$ cat config.mk
export PLATFORM = sky130hd
export DESIGN_NAME = step_dir_pulse_train_generator_flat
export DESIGN_NICKNAME = d
export VERILOG_FILES = /design/src/rtl/sdpg_pkg.sv /design/src/rtl/sdpg_in_if.sv /design/src/rtl/sdpg_out_if.sv /design/src/rtl/sdpg_period_calc.sv /design/src/rtl/step_dir_pulse_train_generator.sv /design/src/flat_wrapper.sv
export SDC_FILE = /design/constraint.sdc
export NUM_CORES = 2
export LEC_CHECK = 0
export ABC_AREA = 1
export BUFFER_PORTS_ARGS = -buffer_cell sky130_fd_sc_hd__buf_2
export CAP_MARGIN = 5
export CORE_MARGIN = 3
export CORE_UTILIZATION = 35
export DETAILED_ROUTE_END_ITERATION = 10
export GPL_TIMING_DRIVEN = 0
export SYNTH_ARGS = -nofsm -noshare
export SYNTH_HDL_FRONTEND = slang
export SYNTH_SLANG_ARGS = --single-unit
$ cat constraint.sdc
create_clock -name clk -period 15.52 [get_ports clk]
set_input_delay 2.328 -clock clk [delete_from_list [all_inputs] [get_ports clk]]
set_output_delay 2.328 -clock clk [all_outputs]
set_load 0.01 [all_outputs]
$ cat src/rtl/sdpg_pkg.sv
// Package for the step/direction pulse train generator.
// Holds the sizing constants, the action codes and the transaction payload types.
// Has no dependencies; every other file of the block imports it.
package sdpg_pkg;

  localparam int COUNTER_WIDTH    = 16;
  localparam int STEP_COUNT_WIDTH = 32;

  // Timer input clock in hertz and the bits needed to hold it.
  localparam int TIMER_CLOCK_HZ = 180000000;
  localparam int DIVD_W         = $clog2(TIMER_CLOCK_HZ + 1);
  localparam int IDX_W          = $clog2(DIVD_W);
  localparam int PROD_W         = 49;

  localparam logic [31:0] CNT_MAX = 32'((64'(1) << COUNTER_WIDTH) - 64'(1));

  localparam logic [1:0] ACT_TICK  = 2'd0;
  localparam logic [1:0] ACT_START = 2'd1;
  localparam logic [1:0] ACT_FREQ  = 2'd2;
  localparam logic [1:0] ACT_STOP  = 2'd3;

  localparam logic [15:0] PRESCALER_RESET = 16'd215;
  localparam logic [COUNTER_WIDTH-1:0] PERIOD_RESET  = COUNTER_WIDTH'(9);
  localparam logic [COUNTER_WIDTH-1:0] COMPARE_RESET = COUNTER_WIDTH'(4);

  typedef struct packed {
    logic [1:0]         action;
    logic [31:0]        step_count;
    logic               direction;
    logic signed [31:0] frequency_hz;
  } in_item_t;

  typedef struct packed {
    logic        pulse_level;
    logic        direction_level;
    logic        busy_res;
    logic [31:0] steps_left;
    logic        run_finished;
  } out_item_t;

  typedef struct packed {
    logic [COUNTER_WIDTH-1:0] period;
    logic [COUNTER_WIDTH-1:0] compare;
  } timing_t;

endpackage

$ cat src/rtl/sdpg_in_if.sv
// Input channel of the step/direction pulse train generator.
// Carries valid, ready and one input item; depends on sdpg_pkg.
interface sdpg_in_if;
  import sdpg_pkg::*;

  logic     valid;
  logic     ready;
  in_item_t data;

  modport source (output valid, output data, input ready);
  modport sink   (input valid, input data, output ready);
endinterface

$ cat src/rtl/sdpg_out_if.sv
// Result channel of the step/direction pulse train generator.
// Carries valid, ready and one result item; depends on sdpg_pkg.
interface sdpg_out_if;
  import sdpg_pkg::*;

  logic      valid;
  logic      ready;
  out_item_t data;

  modport source (output valid, output data, input ready);
  modport sink   (input valid, input data, output ready);
endinterface

$ cat src/rtl/sdpg_period_calc.sv
// Period and compare calculation: one multiply, a range check, then a restoring
// divider that reuses a single subtract/compare stage for one quotient bit per cycle.
// Depends on sdpg_pkg.
module sdpg_period_calc (
  input  logic               clk,
  input  logic               rst_n,
  input  logic               start,
  input  logic [15:0]        prescaler,
  input  logic [31:0]        freq_mag,
  output logic               done,
  output sdpg_pkg::timing_t  result
);
  import sdpg_pkg::*;

  localparam logic [2:0] C_IDLE = 3'd0;
  localparam logic [2:0] C_MUL  = 3'd1;
  localparam logic [2:0] C_CHK  = 3'd2;
  localparam logic [2:0] C_DIV  = 3'd3;
  localparam logic [2:0] C_FIN  = 3'd4;

  localparam logic [DIVD_W-1:0] HZ_BITS = DIVD_W'(TIMER_CLOCK_HZ);

  logic [2:0]        state_r, state_nxt;
  logic [16:0]       psc_r;
  logic [31:0]       fmag_r;
  logic [PROD_W-1:0] denom_r;
  logic [DIVD_W-1:0] div_r;
  logic [DIVD_W-1:0] rem_r;
  logic [DIVD_W-1:0] quo_r;
  logic [IDX_W-1:0]  idx_r;
  logic              done_r;
  timing_t           result_r;

  logic [DIVD_W:0]   trial;
  logic [DIVD_W:0]   diff;
  logic              fits;
  logic [31:0]       per;
  logic [31:0]       per_sat;

  // The one shared stage: shift in the next dividend bit, compare, subtract.
  always_comb begin
    trial = {rem_r, HZ_BITS[idx_r]};
    diff  = trial - {1'b0, div_r};
    fits  = (trial >= {1'b0, div_r});
  end

  always_comb begin
    per     = (quo_r == '0) ? 32'd0 : 32'(quo_r) - 32'd1;
    per_sat = (per > CNT_MAX) ? CNT_MAX : per;
  end

  always_comb begin
    state_nxt = state_r;
    case (state_r)
      C_IDLE: if (start) state_nxt = C_MUL;
      C_MUL:  state_nxt = C_CHK;
      C_CHK:  state_nxt = (denom_r > PROD_W'(TIMER_CLOCK_HZ)) ? C_FIN : C_DIV;
      C_DIV:  if (idx_r == '0) state_nxt = C_FIN;
      C_FIN:  state_nxt = C_IDLE;
      default: state_nxt = C_IDLE;
    endcase
  end

  always_ff @(posedge clk) begin
    if (!rst_n) begin
      state_r <= C_IDLE;
      done_r  <= 1'b0;
    end else begin
      state_r <= state_nxt;
      done_r  <= (state_r == C_FIN);
    end
  end

  always_ff @(posedge clk) begin
    case (state_r)
      C_IDLE: begin
        psc_r  <= {1'b0, prescaler} + 17'd1;
        fmag_r <= freq_mag;
      end
      C_MUL: begin
        denom_r <= PROD_W'(psc_r) * PROD_W'(fmag_r);
      end
      C_CHK: begin
        div_r <= denom_r[DIVD_W-1:0];
        rem_r <= '0;
        quo_r <= '0;
        idx_r <= IDX_W'(DIVD_W - 1);
      end
      C_DIV: begin
        rem_r <= fits ? diff[DIVD_W-1:0] : trial[DIVD_W-1:0];
        quo_r <= {quo_r[DIVD_W-2:0], fits};
        idx_r <= idx_r - IDX_W'(1);
      end
      C_FIN: begin
        result_r.period  <= per_sat[COUNTER_WIDTH-1:0];
        result_r.compare <= per_sat[COUNTER_WIDTH:1];
      end
      default: begin
      end
    endcase
  end

  assign done   = done_r;
  assign result = result_r;

endmodule

$ cat src/rtl/step_dir_pulse_train_generator.sv
// Step/direction pulse train generator, top level.
// Holds the timer, run and direction state and the result register; uses
// sdpg_pkg, sdpg_in_if, sdpg_out_if and sdpg_period_calc.
//
// Each input transaction produces exactly one result transaction that shows
// the state after it. Tick, start and forced-stop transactions are handled
// directly, so ticks can be fed on every clock while each result is taken as
// soon as it is offered. A set-frequency transaction with a nonzero rate goes
// through the period calculation after it is taken. The operands are latched
// at the accepting edge. Then come the (prescaler+1)*f multiply, a range check,
// the shared one-bit-per-cycle divider, a step to saturate and halve the result
// and one to hand it back. When (prescaler+1)*f already exceeds the timer
// clock, the divider is skipped and the period is zero. The input is not
// ready while the calculation runs. A rate of zero only halts the pulse
// output and completes without the divider. The result register holds one
// result; a new input transaction is taken only when that register is empty
// or its result leaves in the same cycle, so a waiting result holds off the input.
// The prescaler register is written through cfg_we/cfg_wdata and must only be
// changed while no transaction is in flight.
module step_dir_pulse_train_generator (
  input  logic        clk,
  input  logic        rst_n,
  input  logic        cfg_we,
  input  logic [15:0] cfg_wdata,
  sdpg_in_if.sink     in_ch,
  sdpg_out_if.source  out_ch
);
  import sdpg_pkg::*;

  localparam logic ST_IDLE = 1'b0;
  localparam logic ST_CALC = 1'b1;

  logic                        state_r, state_nxt;
  logic [15:0]                 prescaler_r;
  logic [COUNTER_WIDTH-1:0]    counter_r, counter_nxt;
  logic [COUNTER_WIDTH-1:0]    period_r, period_nxt;
  logic [COUNTER_WIDTH-1:0]    compare_r, compare_nxt;
  logic [STEP_COUNT_WIDTH-1:0] remaining_r, remaining_nxt;
  logic                        busy_r, busy_nxt;
  logic                        enabled_r, enabled_nxt;
  logic                        dir_r, dir_nxt;
  logic                        out_valid_r, out_valid_nxt;
  out_item_t                   out_data_r;

  logic                        in_fire;
  logic                        load_out;
  logic                        finished;
  logic                        calc_start;
  logic                        calc_done;
  timing_t                     calc_res;
  logic [31:0]                 f_mag;
  logic [STEP_COUNT_WIDTH-1:0] count;
  logic [STEP_COUNT_WIDTH-1:0] rem_dec;
  out_item_t                   out_nxt;

  // A new transaction is taken when no division runs and the result
  // register is empty or being emptied in the same cycle.
  assign in_ch.ready = (state_r == ST_IDLE) && (!out_valid_r || out_ch.ready);
  assign in_fire     = in_ch.valid && in_ch.ready;

  // Magnitude of the signed rate; the most negative value maps to 2^31.
  assign f_mag = in_ch.data.frequency_hz[31] ?
                 (~$unsigned(in_ch.data.frequency_hz) + 32'd1) :
                 $unsigned(in_ch.data.frequency_hz);
  assign count   = in_ch.data.step_count[STEP_COUNT_WIDTH-1:0];
  assign rem_dec = (remaining_r != '0) ? remaining_r - STEP_COUNT_WIDTH'(1) : remaining_r;

  always_comb begin
    state_nxt     = state_r;
    counter_nxt   = counter_r;
    period_nxt    = period_r;
    compare_nxt   = compare_r;
    remaining_nxt = remaining_r;
    busy_nxt      = busy_r;
    enabled_nxt   = enabled_r;
    dir_nxt       = dir_r;
    finished      = 1'b0;
    load_out      = 1'b0;
    calc_start    = 1'b0;

    if (state_r == ST_CALC) begin
      if (calc_done) begin
        period_nxt  = calc_res.period;
        compare_nxt = calc_res.compare;
        load_out    = 1'b1;
        state_nxt   = ST_IDLE;
      end
    end else if (in_fire) begin
      load_out = 1'b1;
      case (in_ch.data.action)
        ACT_TICK: begin
          // A compare match uses up one pulse; the last one ends the run.
          if (enabled_r && (counter_r == compare_r)) begin
            remaining_nxt = rem_dec;
            if (rem_dec == '0) begin
              enabled_nxt = 1'b0;
              busy_nxt    = 1'b0;
              finished    = 1'b1;
            end
          end
          counter_nxt = (counter_r >= period_r) ? '0 : counter_r + COUNTER_WIDTH'(1);
        end
        ACT_START: begin
          if ((count != '0) && !busy_r) begin
            busy_nxt      = 1'b1;
            remaining_nxt = count;
            dir_nxt       = in_ch.data.direction;
            enabled_nxt   = 1'b1;
          end
        end
        ACT_FREQ: begin
          // A zero rate only halts the output; busy stays set.
          if (f_mag == 32'd0) begin
            enabled_nxt = 1'b0;
          end else begin
            load_out   = 1'b0;
            calc_start = 1'b1;
            state_nxt  = ST_CALC;
          end
        end
        default: begin
          enabled_nxt   = 1'b0;
          remaining_nxt = '0;
          busy_nxt      = 1'b0;
        end
      endcase
    end
  end

  // The result always reflects the state after the transaction.
  always_comb begin
    out_nxt.pulse_level     = enabled_nxt && (counter_nxt < compare_nxt);
    out_nxt.direction_level = dir_nxt;
    out_nxt.busy_res        = busy_nxt;
    out_nxt.steps_left      = 32'(remaining_nxt);
    out_nxt.run_finished    = finished;
  end

  always_comb begin
    if (load_out) begin
      out_valid_nxt = 1'b1;
    end else if (out_ch.ready) begin
      out_valid_nxt = 1'b0;
    end else begin
      out_valid_nxt = out_valid_r;
    end
  end

  always_ff @(posedge clk) begin
    if (!rst_n) begin
      state_r     <= ST_IDLE;
      prescaler_r <= PRESCALER_RESET;
      counter_r   <= '0;
      period_r    <= PERIOD_RESET;
      compare_r   <= COMPARE_RESET;
      remaining_r <= '0;
      busy_r      <= 1'b0;
      enabled_r   <= 1'b0;
      dir_r       <= 1'b0;
      out_valid_r <= 1'b0;
    end else begin
      state_r     <= state_nxt;
      if (cfg_we) begin
        prescaler_r <= cfg_wdata;
      end
      counter_r   <= counter_nxt;
      period_r    <= period_nxt;
      compare_r   <= compare_nxt;
      remaining_r <= remaining_nxt;
      busy_r      <= busy_nxt;
      enabled_r   <= enabled_nxt;
      dir_r       <= dir_nxt;
      out_valid_r <= out_valid_nxt;
    end
  end

  always_ff @(posedge clk) begin
    if (load_out) begin
      out_data_r <= out_nxt;
    end
  end

  assign out_ch.valid = out_valid_r;
  assign out_ch.data  = out_data_r;

  sdpg_period_calc u_calc (
    .clk       (clk),
    .rst_n     (rst_n),
    .start     (calc_start),
    .prescaler (prescaler_r),
    .freq_mag  (f_mag),
    .done      (calc_done),
    .result    (calc_res)
  );

endmodule

$ cat src/flat_wrapper.sv
// flat-port wrapper written by rule: the top's interface ports become plain ports
module step_dir_pulse_train_generator_flat import sdpg_pkg::*;
  (clk, rst_n, cfg_we, cfg_wdata, in_ch_valid, in_ch_data, in_ch_ready, out_ch_valid, out_ch_data, out_ch_ready);
  sdpg_in_if in_ch_i ();
  sdpg_out_if out_ch_i ();
  input  logic clk;
  input  logic rst_n;
  input  logic cfg_we;
  input  logic [15:0] cfg_wdata;
  input wire logic [$bits(in_ch_i.valid)-1:0] in_ch_valid;
  input wire logic [$bits(in_ch_i.data)-1:0] in_ch_data;
  output wire logic [$bits(in_ch_i.ready)-1:0] in_ch_ready;
  output wire logic [$bits(out_ch_i.valid)-1:0] out_ch_valid;
  output wire logic [$bits(out_ch_i.data)-1:0] out_ch_data;
  input wire logic [$bits(out_ch_i.ready)-1:0] out_ch_ready;
  assign in_ch_i.valid = in_ch_valid;
  assign in_ch_i.data = in_ch_data;
  assign in_ch_ready = in_ch_i.ready;
  assign out_ch_valid = out_ch_i.valid;
  assign out_ch_data = out_ch_i.data;
  assign out_ch_i.ready = out_ch_ready;
  step_dir_pulse_train_generator u_core (.clk(clk), .rst_n(rst_n), .cfg_we(cfg_we), .cfg_wdata(cfg_wdata), .in_ch(in_ch_i), .out_ch(out_ch_i));
endmodule
# After elaboration in Yosys (flattened, before gate mapping)
# Memory sizes are Yosys's and may differ from the RTL's. A register that Yosys moved wholly into a read port is not among the register bits.
# Index checks and enable logic that the tools add are counted.
classes:
  addsub: 7
  mul: 1
  div_mod_pow: 0
  n_lt_le_gt_ge: 6
  eq_ne: 9
  shifts: 0
  n_mux: 55
  n_bitwise: 5
  n_reduce_logical: 21
op_table:
  columns: ["op", "count"]
  rows:
  - ["2-to-1 mux 32 bit", 7]
  - ["case mux 28 bit (2 select lines)", 2]
  - ["2-to-1 mux 16 bit", 6]
  - ["case mux 32 bit (3 select lines)", 1]
  - ["logical NOT 32 bit", 2]
  - ["nonzero test 32 bit", 2]
  - ["> comparator 49 x 28 -> 1 bit, second input constant", 1]
  - ["multiplier 17 x 32 -> 49 bit", 1]
  - ["adder 32 x 1 -> 32 bit, second input constant", 1]
  - ["> comparator 32 x 16 -> 1 bit, second input constant", 1]
  - ["inverter 32 bit", 1]
  - ["subtractor 32 x 1 -> 32 bit, second input constant", 1]
  - ["2-to-1 mux 1 bit", 30]
  - ["greater-or-equal comparator 29 x 28 -> 1 bit", 1]
  - ["subtractor 28 x 1 -> 29 bit, second input constant", 1]
  - ["logical NOT 28 bit", 1]
  - ["2-to-1 mux 28 bit", 1]
  - ["subtractor 28 bit", 1]
  - ["adder 16 x 1 -> 17 bit, second input constant", 1]
  - ["adder 16 x 1 -> 16 bit, second input constant", 1]
  - ["equality test 16 bit", 1]
  - ["greater-or-equal comparator 16 bit", 1]
  - ["less-than comparator 16 bit", 1]
  - ["case mux 3 bit (4 select lines)", 1]
  - ["other kinds (23)", 37]
word_totals:
  ff_bits: 345
  latch_bits: 0
  ramBits: 0
  romBits: 32
  wordCells: 132
  memories: 1
memory_table:
  columns: ["memory", "words", "word_bits", "read_ports", "rd_ports_with_merged_regs", "write_ports", "line", "source"]
  rows:
  - ["(no name shown)", 32, 1, 1, 1, 0, "sdpg_period_calc.sv:42", "trial = {rem_r, HZ_BITS[idx_r]};"]

# Logic depth before layout (Yosys ltp)
logic_depth:
  ltp_word: 10
  mapped_depth: 28
  depth_no_buf: 26

# Hierarchy
# From an unflattened synthesis, not the netlist that was laid out.
hier_totals:
  hier_cells: 4986
  area_unflattened_um2: 38096.5
by_module_without_submodules:
  columns: ["mod", "instances", "cells_per_inst", "area_per_inst_um2", "seq_area_each_um2"]
  rows:
  - ["sdpg_period_calc", 1, 3548, 28811.4, 6226.0]
  - ["step_dir_pulse_train_generator", 1, 1438, 9285.2, 3103.0]

# Least setup slack after synthesis
# OpenSTA, ideal clock, no wires.
synth_timing:
  path_kind: "reg2reg"
  startpoint: "register u_core.u_calc.fmag_r[7]"
  endpoint: "register u_core.u_calc.denom_r[33], data pin"
  setup_ns: 0.259
  arrival_time_ns: 5.728
  slack_ns: 9.533
  stages_incl_launch_ff: 26
  cell_sequence: "edfxtp_1 > clkbuf_1 > clkbuf_1 > nand2_1 > fa_1 > inv_1 > fa_1 > inv_1 > fa_1 > inv_1 > fa_1 > fa_1 > inv_1 > fa_1 > inv_1 > ha_1 > nand2_1 > nor2_1 > inv_1 > nor3_1 > a21oi_1 > o21ai_0 > nand2_1 > nand2_1 > a31oi_1 > xnor2_1"
synth_between:
  elab_chain_len: 1
synth_rtl:
  columns: ["item", "line", "source"]
  rows:
  - ["start, declared", "sdpg_period_calc.sv:25", "logic [31:0] fmag_r;"]
  - ["start signal, assigned", "sdpg_period_calc.sv:78", "fmag_r <= freq_mag;"]
  - ["multiplier 17 x 32 -> 49 bit", "sdpg_period_calc.sv:81", "denom_r <= PROD_W'(psc_r) * PROD_W'(fmag_r);"]
  - ["end signal, assigned", "sdpg_period_calc.sv:81", null]
  - ["end, declared", "sdpg_period_calc.sv:26", "logic [PROD_W-1:0] denom_r;"]
# Every way passes these cells.
# A chain may end at the register's enable or synchronous reset.

# Worst setup path in the final report
layout_timing:
  startpoint: "register u_core.u_calc.fmag_r[24]"
  endpoint: "register u_core.u_calc.denom_r[45], data pin"
# The elaborated chain is that of the path after synthesis.

==> results.tsv <==
stage	metric	value	unit
die	die_x	332	um
clock_tree	hold_buffers	0	
synthesis	synth_seq_area_share	25.2	%
layout	fin_nets	5652	
worst_setup_path	crit_cells	23	
worst_setup_path	required	15.83	ns
sta	tightest_slew	0.997	ns
clock_tree	postCtsSetupRepairBufs	0	
placed_design	dp_cells	6261	
worst_setup_path	cp_slowest_cell	clkbuf_1	
worst_setup_path	critPathCapture	u_core.u_calc.denom_r[45]$_DFFE_PP_	
clock_tree	cts_tree	built	
layout	final_cells	6335	
synthesis	ys_warn_count	0	
clock_tree	cts.clk_slew.worst_paths	0.06	ns
die	die_area	110000	sq um
synthesis	async_flop_share	0	%
sta	fin_crit	7.51	ns
global_routing	grt_util_met2	34.4	%
global_routing	grt_antenna_before_repair	0	
worst_setup_path	r2r_slack	8.01	ns
worst_setup_path	path_cells	clkbuf_1 -> clkbuf_1 -> nand2_1 -> fa_1 -> inv_1 -> fa_1 -> inv_1 -> fa_1 -> inv_1 -> fa_1 -> fa_1 -> inv_1 -> fa_1 -> inv_1 -> ha_1 -> nand2_1 -> nor2_1 -> inv_1 -> nor4_1 -> o21ai_0 -> nand3_1 -> a31oi_1 -> xor2_1	
sta	fin_crit_sh	48.4	%
die	core	104000	sq um
die	die_h	332	um
global_routing	grt_max_degree	38	
sta	clock.fmax	0.133	GHz
worst_setup_path	path_buf_inv	8	
global_routing	grt-busiest-layer	met2	
placed_design	gp_congestion	0.965	
worst_setup_path	cpLargestDelayFamily	adder cells	
clock_tree	clockBufferDepth	3	
routing	num_vias	30500	
sta	finClkSkew	0.0417	ns
worst_setup_path	crit_path_start	u_core.u_calc.fmag_r[24]$_DFFE_PP_	
layout	fillers	10800	
worst_setup_path	critPathCaptureType	register	
layout	n_antenna_cell	0	
clock_tree	cts-buffers-inserted	40	
synthesis	synth_cell_types	61	
layout	drive_above_1_share	5.65	%
synthesis	synth-edff-count	240	
routing	ant_nets	0	
routing	first_pass_iters	5	
worst_setup_path	cp_max_fo	10	
layout	final-seq-area	9330	sq um
worst_setup_path	r2r-start	u_core.u_calc.fmag_r[24]$_DFFE_PP_	
synthesis	syn_area_per_cell	7.81	sq um
worst_setup_path	critPathArrivalTime	7.82	ns
routing	route.detailed.drc	0	
routing	vias_per_cell	4.81	
routing	initialDrtViolationCount	2096	
synthesis	yosysMostFrequentCell	nand2_1	
synthesis	synth_ff_type	edfxtp_1	
die	start_util	35.5	%
clock_tree	htree_num_levels	2	
outcome	status	complete, no violations	
synthesis	ys_top_cells_by_count	nand2_1, inv_1, fa_1	
worst_setup_path	worstSetupPathType	reg -> reg	
worst_setup_path	worstRegToRegCells	23	
synthesis	postSynthCellCount	4746	
sta	finalSetupTns	0	ns
placed_design	io_buffer_count	124	
global_routing	grt-ovfl-total	0	
global_routing	grt_pass1_wl	175000	um
worst_setup_path	cp-start-kind	register	
run	max_cap_violations	0	
sta	maxSlewViolCount	0	
synthesis	syn_nets	5475	
layout	multiInputGateArea	22900	sq um
sta	rsz0062_at_grt	false	
synthesis	synth_top_cell_by_area	fa_1	
clock_tree	clock_latency	0.60	ns
routing	wl	110000	um
worst_setup_path	r2r_end	u_core.u_calc.denom_r[45]$_DFFE_PP_	
synthesis	synth_top_area_share	24.3	%
sta	setup_viol	0	
global_routing	grt_pass1_vias	31500	
die	num_rows	118	
die	io_pins	126	
placed_design	dpl.hpwl	90700	um
synthesis	synth-seq-cells	346	
global_routing	met1_usage	25.1	%
sta	relSlewSlack	33.5	%
clock_tree	root_buffer	clkbuf_16	
clock_tree	cts_sinks	346	
global_routing	track_usage	19.9	%
sta	hold_viol_final	0	
clock_tree	ctsResizeCount	0	
synthesis	yosys-top-cells-area	fa_1, edfxtp_1, nand2_1	
worst_setup_path	cpPeakStageDelay	0.62	ns
min_path	hold_start	u_core.u_calc.result[16]$_SDFFCE_PN1P_	
layout	area_growth	10.4	%
synthesis	synth_area	37100	sq um
min_path	hp-class	reg -> reg	
routing	wire_per_inst	17.3	um
global_routing	grtUsageMet3	2.38	%
## sequential cells by signal, summed over array words and instances (netlist names), 3 cells and up
signal,cells
u_core.u_calc.state_r,3
u_core.out_ch.data,36
u_core.counter_r,16
u_core.u_calc.result,17
u_core.period_r,16
u_core.u_calc.denom_r,49
u_core.u_calc.idx_r,5
u_core.remaining_r,32
u_core.u_calc.rem_r,28
u_core.prescaler_r,16
u_core.u_calc.fmag_r,32
u_core.compare_r,16
u_core.u_calc.psc_r,17
u_core.u_calc.div_r,28
u_core.u_calc.quo_r,28
## cell type report
type                    count  area share, %
repair buffers            135           1.89
clock buffers              53           2.75
flip-flops and latches    346           22.8
well taps                1380           4.22
inverters                1102           10.1
clock inverters            21          0.522
multi-input cells        3119           56.0
plain buffers             179           1.74
## per-stage QoR
step	utilization [%]	cell area [sq um]	worst slack [ns]	hold slack, ns
final	39.2	41000	8.01	0.421
after floorplan	-	37100	9.53	0.417
after CTS	39.2	41000	8.08	0.419
after detailed placement	38.0	39600	8.10	0.428
after global routing	39.2	41000	7.76	0.454
after global placement	37.8	39400	8.13	0.429
## worst min-delay path by stage
| stage | cells past startpoint | slack (ns) | to |
|---|---|---|---|
| floorplan | 0 | 0.42 | u_core.u_calc.div_r[6]$_DFFE_PN_ |
| global route | 2 | 0.45 | u_core.period_r[0]$_SDFFE_PN1P_ |
| global placement | 0 | 0.43 | u_core.u_calc.div_r[6]$_DFFE_PN_ |
| detailed placement | 0 | 0.43 | u_core.u_calc.div_r[5]$_DFFE_PN_ |
| CTS | 2 | 0.42 | u_core.period_r[0]$_SDFFE_PN1P_ |
| finish | 2 | 0.42 | u_core.period_r[0]$_SDFFE_PN1P_ |
## worst min-delay path: cells and delay by family, from the launching register on
| kind | cells | cell delay [ns] |
|---|---|---|
| flops | 1 | 0.32 |
| simple gates | 2 | 0.11 |
## cells by family (layout without fill, tap and decap cells)
family                     after synthesis  count (layout)  share of synthesized area, %
buffers and inverters                 1281            1490                          13.1
other                                    1               1                        0.0101
and+or+nand+nor                       1856            1856                          20.7
xor gates and xnor gates               123             123                          2.93
adders and majority gates              641             641                          30.7
DFF                                    346             346                          25.2
AOI/OAI and AO/OA                      498             498                          7.35
## cell usage in the layout, fill, tap and decap left out, types with 6 or more instances in the layout
| master | netlist | final |
|---|---|---|
| a21oi_1 | 211 | 211 |
| o211ai_1 | 16 | 16 |
| nor2_4 | 5 | 7 |
| dfxtp_1 | 106 | 106 |
| clkbuf_16 | 0 | 41 |
| inv_1 | 1094 | 1094 |
| nor3_1 | 43 | 40 |
| o21ai_0 | 174 | 174 |
| edfxtp_1 | 240 | 240 |
| o21bai_1 | 9 | 9 |
| nand3_1 | 150 | 150 |
| fa_1 | 450 | 450 |
| buf_2 | 14 | 138 |
| o21ai_1 | 9 | 9 |
| inv_2 | 6 | 6 |
| xnor2_1 | 36 | 36 |
| xor2_1 | 86 | 86 |
| nand2_2 | 9 | 10 |
| buf_6 | 2 | 8 |
| o21a_1 | 9 | 9 |
| a31oi_1 | 34 | 34 |
| nand3b_1 | 9 | 9 |
| a21o_1 | 9 | 9 |
| or2_2 | 6 | 6 |
| nor2_2 | 15 | 15 |
| clkinv_2 | 0 | 6 |
| ha_1 | 191 | 191 |
| nor4_1 | 31 | 31 |
| nand2_1 | 1179 | 1178 |
| nor2_1 | 334 | 332 |
| nand4_1 | 50 | 50 |
| clkbuf_1 | 156 | 162 |
## routing by layer
layer  up-vias  part of all wire, %  wire, um
li1      14800                    -         -
met1     14600                   42     45800
met2       817                   48     52600
met3       207                  5.1      5590
met4         0                  5.1      5580
met5         -                    0         0
Power is not shown: default switching activity piles up to over one toggle a cycle in this logic, so the estimate is an artifact.
